===== src/sfs_pkg.sv =====
// shared types and constants of the sprite frame sequencer
// no dependencies; used by every module in src
package sfs_pkg;

  localparam int unsigned NumFrames = 6;
  localparam int unsigned CfgIdxW   = 3;
  localparam int unsigned DurW      = 16;
  localparam int unsigned FrameW    = 3;
  localparam int unsigned TimerW    = DurW + 1;

  localparam logic [DurW-1:0]   DefaultDuration = 16'd100;
  localparam logic [FrameW-1:0] DefaultCount    = 3'd1;
  localparam logic [FrameW-1:0] MaxCount        = 3'd6;

  // register indexes
  localparam logic [CfgIdxW-1:0] CfgFrameCount = 3'd0;
  localparam logic [CfgIdxW-1:0] CfgLoopMode   = 3'd1;
  localparam logic [CfgIdxW-1:0] CfgDuration0  = 3'd2;

  // opcodes
  localparam logic OpTick    = 1'b0;
  localparam logic OpRestart = 1'b1;

  typedef struct packed {
    logic            opcode;
    logic [DurW-1:0] elapsed_ms;
  } sfs_in_t;

  typedef struct packed {
    logic [FrameW-1:0] frame_index;
    logic [DurW-1:0]   time_in_frame;
  } sfs_out_t;

  // controller to datapath
  typedef struct packed {
    logic capture;  // latch the accepted beat
    logic load;     // add elapsed time or restart, clamp frame
    logic step;     // subtract one duration and advance
    logic finish;   // move result into the output register
  } sfs_cmd_t;

  // datapath to controller
  typedef struct packed {
    logic expired;  // timer at or above current duration
  } sfs_status_t;

endpackage


===== src/sfs_ctrl.sv =====
// controller of the sprite frame sequencer: sequences capture, load,
// subtract loop and output handoff; depends on sfs_pkg
module sfs_ctrl (
  input  logic                clk_i,
  input  logic                rst_ni,
  input  logic                in_valid_i,
  output logic                in_stall_o,
  output logic                out_valid_o,
  input  logic                out_stall_i,
  input  sfs_pkg::sfs_status_t status_i,
  output sfs_pkg::sfs_cmd_t    cmd_o
);

  localparam logic [1:0] StIdle = 2'd0;
  localparam logic [1:0] StLoad = 2'd1;
  localparam logic [1:0] StIter = 2'd2;

  logic [1:0] state_q, state_d;
  logic       out_valid_q, out_valid_d;
  logic       out_free;

  assign out_free    = !out_valid_q || !out_stall_i;
  assign in_stall_o  = (state_q != StIdle);
  assign out_valid_o = out_valid_q;

  always_comb begin
    state_d     = state_q;
    out_valid_d = out_valid_q && out_stall_i;
    cmd_o       = '0;
    unique case (state_q)
      StIdle: begin
        if (in_valid_i) begin
          cmd_o.capture = 1'b1;
          state_d       = StLoad;
        end
      end
      StLoad: begin
        cmd_o.load = 1'b1;
        state_d    = StIter;
      end
      StIter: begin
        if (status_i.expired) begin
          cmd_o.step = 1'b1;
        end else if (out_free) begin
          cmd_o.finish = 1'b1;
          out_valid_d  = 1'b1;
          state_d      = StIdle;
        end
      end
      default: begin
        state_d = StIdle;
      end
    endcase
  end

  always_ff @(posedge clk_i or negedge rst_ni) begin
    if (!rst_ni) begin
      state_q     <= StIdle;
      out_valid_q <= 1'b0;
    end else begin
      state_q     <= state_d;
      out_valid_q <= out_valid_d;
    end
  end

endmodule


===== src/sfs_datapath.sv =====
// datapath of the sprite frame sequencer: configuration registers, frame
// and timer state, duration lookup and subtractor; depends on sfs_pkg
module sfs_datapath (
  input  logic                                 clk_i,
  input  logic                                 rst_ni,
  input  logic                                 cfg_we_i,
  input  logic [sfs_pkg::CfgIdxW-1:0]          cfg_idx_i,
  input  logic [sfs_pkg::DurW-1:0]             cfg_wdata_i,
  input  sfs_pkg::sfs_in_t                     in_data_i,
  input  sfs_pkg::sfs_cmd_t                    cmd_i,
  output sfs_pkg::sfs_status_t                 status_o,
  output sfs_pkg::sfs_out_t                    out_data_o
);

  logic [sfs_pkg::FrameW-1:0] count_q;
  logic                       loop_q;
  logic [sfs_pkg::DurW-1:0]   dur_q [sfs_pkg::NumFrames];

  logic [sfs_pkg::FrameW-1:0] frame_q, frame_d;
  logic [sfs_pkg::TimerW-1:0] timer_q, timer_d;
  logic                       restart_q;
  logic [sfs_pkg::DurW-1:0]   delta_q;
  sfs_pkg::sfs_out_t          out_q;

  logic [sfs_pkg::FrameW-1:0] count_eff;
  logic [sfs_pkg::DurW-1:0]   dur_raw, dur;
  logic [sfs_pkg::FrameW-1:0] frame_nxt;
  logic [sfs_pkg::TimerW-1:0] timer_sub;

  // register writes; every 3-bit index names a register
  always_ff @(posedge clk_i or negedge rst_ni) begin
    if (!rst_ni) begin
      count_q <= sfs_pkg::DefaultCount;
      loop_q  <= 1'b1;
      for (int i = 0; i < sfs_pkg::NumFrames; i++) begin
        dur_q[i] <= sfs_pkg::DefaultDuration;
      end
    end else if (cfg_we_i) begin
      if (cfg_idx_i == sfs_pkg::CfgFrameCount) begin
        count_q <= cfg_wdata_i[sfs_pkg::FrameW-1:0];
      end
      if (cfg_idx_i == sfs_pkg::CfgLoopMode) begin
        loop_q <= cfg_wdata_i[0];
      end
      for (int i = 0; i < sfs_pkg::NumFrames; i++) begin
        if (cfg_idx_i == sfs_pkg::CfgDuration0 + sfs_pkg::CfgIdxW'(i)) begin
          dur_q[i] <= cfg_wdata_i;
        end
      end
    end
  end

  // zero acts as one frame, seven as six
  always_comb begin
    if (count_q == '0) begin
      count_eff = sfs_pkg::DefaultCount;
    end else if (count_q > sfs_pkg::MaxCount) begin
      count_eff = sfs_pkg::MaxCount;
    end else begin
      count_eff = count_q;
    end
  end

  always_comb begin
    case (frame_q)
      3'd0:    dur_raw = dur_q[0];
      3'd1:    dur_raw = dur_q[1];
      3'd2:    dur_raw = dur_q[2];
      3'd3:    dur_raw = dur_q[3];
      3'd4:    dur_raw = dur_q[4];
      default: dur_raw = dur_q[5];
    endcase
    dur = (dur_raw == '0) ? sfs_pkg::DefaultDuration : dur_raw;
  end

  assign status_o.expired = (timer_q >= {1'b0, dur});
  assign timer_sub        = timer_q - {1'b0, dur};
  assign frame_nxt        = frame_q + 3'd1;

  always_comb begin
    frame_d = frame_q;
    timer_d = timer_q;
    if (cmd_i.load) begin
      if (restart_q == sfs_pkg::OpRestart) begin
        frame_d = '0;
        timer_d = '0;
      end else begin
        if (frame_q >= count_eff) begin
          frame_d = count_eff - 3'd1;
        end
        timer_d = timer_q + {1'b0, delta_q};
      end
    end else if (cmd_i.step) begin
      if (frame_nxt >= count_eff) begin
        if (loop_q) begin
          frame_d = '0;
          timer_d = timer_sub;
        end else begin
          // hold the last frame, timer cleared ends the loop
          frame_d = count_eff - 3'd1;
          timer_d = '0;
        end
      end else begin
        frame_d = frame_nxt;
        timer_d = timer_sub;
      end
    end
  end

  always_ff @(posedge clk_i or negedge rst_ni) begin
    if (!rst_ni) begin
      frame_q <= '0;
      timer_q <= '0;
    end else begin
      frame_q <= frame_d;
      timer_q <= timer_d;
    end
  end

  always_ff @(posedge clk_i) begin
    if (cmd_i.capture) begin
      restart_q <= in_data_i.opcode;
      delta_q   <= in_data_i.elapsed_ms;
    end
    if (cmd_i.finish) begin
      out_q.frame_index   <= frame_q;
      out_q.time_in_frame <= timer_q[sfs_pkg::DurW-1:0];
    end
  end

  assign out_data_o = out_q;

endmodule


===== src/sprite_frame_sequencer.sv =====
// top level of the sprite frame sequencer: controller plus datapath
// depends on sfs_pkg, sfs_ctrl and sfs_datapath
//
// Sprite animation frame sequencer. Each input beat is a tick (adds
// elapsed_ms to the in-frame timer) or a restart (frame and timer to zero),
// and each gives exactly one output beat with the frame index and the time
// spent in it afterwards. An accepted beat is captured, then loaded, then the
// iterative subtract loop retires one frame duration per cycle until the
// timer is below the current duration, and then the result moves into the
// output register; a restart skips the loop. The loop can be long when
// durations are short relative to the elapsed time. The next beat can be
// taken in the cycle after the result is registered. One item is in work at a
// time: in_stall_o is high from acceptance until the result is in the output
// register, and a finished result that is not yet taken holds the next item
// in its last cycle. Configuration registers are indexed as listed (frame
// count, loop mode, six durations); write them only while idle and issue a
// restart afterward. A zero duration acts as 100 ms, a frame count of zero
// acts as one and seven as six.
module sprite_frame_sequencer (
  input  logic                        clk_i,
  input  logic                        rst_ni,
  // configuration write port
  input  logic                        cfg_we_i,
  input  logic [sfs_pkg::CfgIdxW-1:0] cfg_idx_i,
  input  logic [sfs_pkg::DurW-1:0]    cfg_wdata_i,
  // input beats
  input  logic                        in_valid_i,
  output logic                        in_stall_o,
  input  sfs_pkg::sfs_in_t            in_data_i,
  // output beats
  output logic                        out_valid_o,
  input  logic                        out_stall_i,
  output sfs_pkg::sfs_out_t           out_data_o
);

  sfs_pkg::sfs_cmd_t    cmd;
  sfs_pkg::sfs_status_t status;

  // controller: idle, load, iterate; owns the output valid flag
  sfs_ctrl u_ctrl (
    .clk_i       (clk_i),
    .rst_ni      (rst_ni),
    .in_valid_i  (in_valid_i),
    .in_stall_o  (in_stall_o),
    .out_valid_o (out_valid_o),
    .out_stall_i (out_stall_i),
    .status_i    (status),
    .cmd_o       (cmd)
  );

  // datapath: registers, frame/timer state and the output register
  sfs_datapath u_datapath (
    .clk_i       (clk_i),
    .rst_ni      (rst_ni),
    .cfg_we_i    (cfg_we_i),
    .cfg_idx_i   (cfg_idx_i),
    .cfg_wdata_i (cfg_wdata_i),
    .in_data_i   (in_data_i),
    .cmd_i       (cmd),
    .status_o    (status),
    .out_data_o  (out_data_o)
  );

endmodule


===== config.mk =====
export PLATFORM = sky130hd
export DESIGN_NAME = sprite_frame_sequencer
export DESIGN_NICKNAME = d
export VERILOG_FILES = /design/src/sfs_pkg.sv /design/src/sfs_ctrl.sv /design/src/sfs_datapath.sv /design/src/sprite_frame_sequencer.sv
export SDC_FILE = /design/constraint.sdc
export NUM_CORES = 1
export LEC_CHECK = 0
export BUFFER_PORTS_ARGS = -buffer_cell sky130_fd_sc_hd__buf_2
export CORE_ASPECT_RATIO = 1.75
export CORE_MARGIN = 1.5
export CORE_UTILIZATION = 60
export DETAILED_ROUTE_END_ITERATION = 12
export PLACE_DENSITY = 0.8
export SLEW_MARGIN = 20
export SYNTH_ARGS = -nofsm -noshare
export SYNTH_HDL_FRONTEND = slang
export SYNTH_SLANG_ARGS = --single-unit

===== constraint.sdc =====
create_clock -name clk_i -period 6.14 [get_ports clk_i]
set_input_delay 1.228 -clock clk_i [delete_from_list [all_inputs] [get_ports clk_i]]
set_output_delay 1.228 -clock clk_i [all_outputs]
set_load 0.03 [all_outputs]

# After elaboration in Yosys (flattened, before gate mapping)
# Cells that the tools add are included.
dict set report classes {
  addsub 4
  n_mul 0
  n_div 0
  magnitude_cmp 4
  eq_ne 17
  shifts 0
  mux 29
  bitwise 0
  n_reduce_logical 21
}
# operator n
set ops {}
lappend ops {{2-to-1 mux 17 bit} 5}
lappend ops {{one-hot mux 16 bit (5 select lines)} 1}
lappend ops {{2-to-1 mux 3 bit} 8}
lappend ops {{AND reduction 2 bit} 9}
lappend ops {{adder 17 x 16 -> 17 bit} 1}
lappend ops {{>= comparator 17 x 16 -> 1 bit} 1}
lappend ops {{subtractor 17 x 16 -> 17 bit} 1}
lappend ops {{logical NOT 16 bit} 1}
lappend ops {{2-to-1 mux 16 bit} 1}
lappend ops {{== test 3 bit, second input constant} 5}
lappend ops {{== test 3 x 2 -> 1 bit, second input constant} 4}
lappend ops {{logical NOT 3 bit} 3}
lappend ops {{2-to-1 mux 1 bit} 9}
lappend ops {{2-to-1 mux 2 bit} 4}
lappend ops {{== test 3 x 1 -> 1 bit, second input constant} 2}
lappend ops {{>= comparator 3 bit} 2}
lappend ops {{one-hot mux 2 bit (3 select lines)} 1}
lappend ops {{!= test 2 bit, second input constant} 2}
lappend ops {{nonzero test 2 bit} 2}
lappend ops {{adder 3 x 1 -> 3 bit, second input constant} 1}
lappend ops {{> comparator 3 bit, second input constant} 1}
lappend ops {{!= test 3 x 1 -> 1 bit, second input constant} 1}
lappend ops {{AND reduction 3 bit} 1}
lappend ops {{subtractor 3 x 1 -> 3 bit, second input constant} 1}
lappend ops {{7 further kinds} 8}
dict set report word_totals {
  register_bits 159
  latchBits 0
  ramBits 0
  romBits 0
  input_bits 41
  output_inout_bits 21
  word_cells 91
  memories 0
}

# Depth between registers and ports, before layout
dict set report depth {
  ltp_word 9
  mapped_depth 21
  depth_no_buf 17
}

# Hierarchy
# A second synthesis with hierarchy kept.
dict set report hier_totals {
  cells_unflattened 694
  hier_area_um2 8271.7
}
# module n_inst cells_per_inst area_per_inst_um2 seq_area_each_um2
set by_module_without_submodules {}
lappend by_module_without_submodules {sfs_datapath 1 677 8115.3 4108.9}
lappend by_module_without_submodules {sfs_ctrl 1 17 156.4 75.1}

# Worst setup path before layout
# OpenSTA, ideal clock, no wires.
dict set report synth_path {
  path_type {register -> register}
  startpoint {register u_datapath.frame_q[0] (netlist bit)}
  endpoint {register u_datapath.out_q (netlist bit u_datapath.out_data_o[0]) (enable)}
  setup_time_ns 0.401
  t_arrival_ns 4.599
  required_ns 5.739
  path_slack_ns 1.140
  stages_incl_launch_ff 19
  n_path_buf 2
  period_less_slack_ns 5.000
  cell_sequence {dfrtp_1 -> inv_1 -> ha_1 -> buf_2 -> or2_2 -> a211oi_2 -> buf_4 -> mux2i_1 -> nand4_1 -> nor4_2 -> nor2b_1 -> ha_1 -> a21oi_2 -> o21ai_1 -> a221oi_2 -> nand2_2 -> nand2_1 -> nand3_1 -> a21oi_1}
}
# item line_no
set synth_lines {}
lappend synth_lines {{start: declaration} sfs_datapath.sv:19} ;# logic [sfs_pkg::FrameW-1:0] frame_q, frame_d;
lappend synth_lines {{start signal: assignment} sfs_datapath.sv:115} ;# frame_q <= frame_d;
lappend synth_lines {{end: declaration} sfs_datapath.sv:23} ;# sfs_pkg::sfs_out_t out_q;

==> flow_summary.ini <==
[worst_setup_path]
r2r_slack_ns = 0.89
r2r_cells = 17
startpoint = u_datapath.frame_q[0]
slowest_stage = ha_1
r2r-start = u_datapath.frame_q[0]
cp_max_fo = 17
crit_type = reg2reg
critical_path.max_stage_delay_ns = 0.48
r2r-end = u_datapath.out_data_o[10]
cp_common_cell = ha_1
cp.arrival_ns = 5.36
worstSetupEndpointType = register
crit_chain = ha_1, ha_1, a222oi_1, o21ai_0, a21oi_1, nand4_1, nor4_2, nor2b_1, ha_1, a21oi_2, o21ai_1, a221oi_2, nand2_2, nand2_1, nand3_1, a21oi_2, buf_4
crit_end = u_datapath.out_data_o[10]
worstPathRequired_ns = 6.25
cp-start-kind = register

[pwr]
max-vdd-ir-drop_uv = 282
total_power_w = 0.00595
powerDensity_nw_per_um2 = 630
cellLeakagePower_nw = 4.07

[global_route]
grt_pass1_wl_mm = 32.7
grtUsageTotal_pct = 29.4
grt_max_degree = 89
first_global_vias = 6396
grt-ovfl-total = 0
antenna_found_initial = 0

[outcome]
status = completed

[synthesis]
yosysSeqAreaShare_pct = 50.3
synth_nets = 778
synth_warnings = 0
netlist_instances = 690
synth_area_um2 = 8320
synth_seq_cells = 159
synth_flop_cell = dfrtp_1
synth_edf_count = 36
postSynthAreaPerCell_um2 = 12.1
async_flop_share_pct = 77.4
synth_cell_types = 68

[floorplan]
die_x_um = 92.0
die_area_um2 = 14600
die_h_um = 159
io_pins = 62
coreArea_um2 = 13500
start_util_pct = 61.8
num_rows = 56

[finish]
num-fill-cells = 1000
drive_gt1_share_pct = 31.9
multi_input_area_um2 = 3910
fin_cells = 941
synthToLayoutAreaGrowth_pct = 13.4
antenna_cells = 0
nNetsFinal = 842
utilization_pct = 70.1
seqCellArea_um2 = 4180

[route]
wirelength_mm = 20.9
ant_nets = 0
wl_met2_mm = 11.8
wl_per_cell_um = 22.2
route.met3.wl_um = 872
topRoutingLayerUsed = met4
wl_met1_mm = 7.30
vias = 6019
drt-pass1-iter-count = 8
via_per_inst = 6.40
remaining_drc_errors = 0
first_iter_violations = 347

[sta]
report.final.slew_viol_count = 0
hold_viol = 0
max_freq_mhz = 190
slew_headroom_pct = 24.4
tightest_slew_ns = 1.13
setup_violations = 0
finalClockSkew_ns = 0.00817
rsz0062_at_grt = false
tns_ns = 0
min_period_ns = 5.25
period_share_pct = 85.5

[cts]
cts.sinks = 159
postCtsSetupRepairBufs = 0
cts_max_level = 4
cts_buffers = 17
hold_buffers = 0
cts_tree = yes
clock_latency_ns = 0.42
clkTransAtPathRegs_ns = 0.07
cts-root-buf = clkbuf_16
cts_buffer_depth = 2
cts_resized = 0

[placed_design]
gp_congestion = 0.900
dp_cells = 909
io_buffers = 61
detailed_place_hpwl_mm = 15.3

[min_path]
hold_path.class = reg2reg

[flow_run]
drv_cap = 0
-- synth_stat cells (4+ instances only) --
cell type | count | area [um^2]
a211oi_1 | 13 | 97.6
a21o_1 | 7 | 52.6
a21oi_1 | 38 | 190
a222oi_1 | 16 | 160
a22oi_1 | 24 | 180
buf_2 | 5 | 25.0
buf_6 | 4 | 45.0
clkbuf_1 | 16 | 60.1
dfrtp_1 | 103 | 2580
dfstp_2 | 20 | 526
edfxtp_1 | 36 | 1080
ha_1 | 45 | 563
inv_1 | 22 | 82.6
mux2_2 | 98 | 1100
nand2_1 | 49 | 184
nand2b_1 | 4 | 25.0
nand3_1 | 5 | 25.0
nand4_1 | 6 | 37.5
nor2_1 | 20 | 75.1
nor2b_1 | 5 | 31.3
nor3_1 | 7 | 35.0
o211a_1 | 5 | 50.1
o21a_1 | 4 | 30.0
o21ai_0 | 39 | 195
o21ai_1 | 6 | 30.0
xnor2_1 | 11 | 96.3
xor2_1 | 16 | 140
-- cell type report --
| class | instances | area share, % |
|---|---|---|
| well taps | 174 | 2.31 |
| clock inverters | 13 | 1.98 |
| flip-flops and latches | 159 | 44.3 |
| inverters | 22 | 0.875 |
| clock buffers | 19 | 4.81 |
| multi-input cells | 481 | 41.4 |
| repair buffers | 73 | 4.26 |
-- stage by stage --
| step | setup WS, ns | area (um^2) | hold WS, ns |
|---|---|---|---|
| 5_1_grt | 0.580 | 9440 | 0.517 |
| 3_3_place_gp | 1.08 | 8790 | 0.476 |
| 4_1_cts | 0.954 | 9430 | 0.511 |
| 3_5_place_dp | 0.998 | 8790 | 0.495 |
| 2_1_floorplan | 1.14 | 8320 | 0.451 |
| 6_report | 0.889 | 9440 | 0.504 |
-- logic make-up after synthesis --
logic type / share of synthesized area [%]
compound gates: 15.3
flops: 50.3
simple gates: 7.20
mux: 14.2
buf+inv: 2.83
fa+ha+maj: 7.37
xor+xnor: 2.84
-- registers in the layout, indices dropped and copies added, names as in the netlist --
register	flops
u_datapath.restart_q	1
u_datapath.count_q	3
u_datapath.timer_q	17
u_datapath.delta_q	16
u_datapath.dur_q	96
u_datapath.frame_q	3
u_ctrl.state_q	2
u_ctrl.out_valid_o	1
u_datapath.out_data_o	19
u_datapath.loop_q	1
-- report_power, final --
group	internal, W	total, W	switching (W)
combinational	0.00127	0.00318	0.00191
sequential	0.00141	0.00161	0.000199
clock	0.000683	0.00116	0.000473
total	0.00336	0.00595	0.00258
-- layout by cell type (no fill, tap or decap), types with 16 or more instances in the layout --
master | synthesis | routed
ha_1 | 45 | 45
clkbuf_16 | 0 | 18
a22oi_1 | 24 | 24
mux2_2 | 98 | 98
edfxtp_1 | 36 | 36
nor2_1 | 20 | 20
dfstp_2 | 20 | 20
inv_1 | 22 | 22
o21ai_0 | 39 | 39
dfrtp_1 | 103 | 103
xor2_1 | 16 | 16
nand2_1 | 49 | 49
buf_2 | 5 | 60
a21oi_1 | 38 | 37
a222oi_1 | 16 | 16
-- worst max-delay path: cells and delay by family, from the launching register on --
family	cells	cell delay [ns]
fa+ha+maj	3	1.10
compound gates	7	1.92
flops	1	0.46
buf+inv	1	0.29
simple gates	6	1.16
-- metal layers --
| metal | global-route usage, % | vias to the layer above |
|---|---|---|
| met5 | 0 | - |
| met4 | 16.0 | 0 |
| met3 | 4.36 | 54 |
| met2 | 55.1 | 215 |
| met1 | 30.4 | 3021 |
| li1 | - | 2729 |
-- worst min-delay path by stage --
stage	startpoint	endpoint	slack [ns]	cells after the start
finish	u_datapath.timer_q[0]	u_datapath.out_data_o[0]	0.50	0
global route	u_datapath.dur_q[55]	u_datapath.dur_q[55]	0.52	1
CTS	u_datapath.dur_q[41]	u_datapath.dur_q[41]	0.51	1
detailed placement	u_datapath.timer_q[0]	u_datapath.out_data_o[0]	0.49	0
global placement	u_datapath.timer_q[0]	u_datapath.out_data_o[0]	0.48	0
floorplan	u_datapath.timer_q[0]	u_datapath.out_data_o[0]	0.45	0
(Power assumes the default switching activity.)
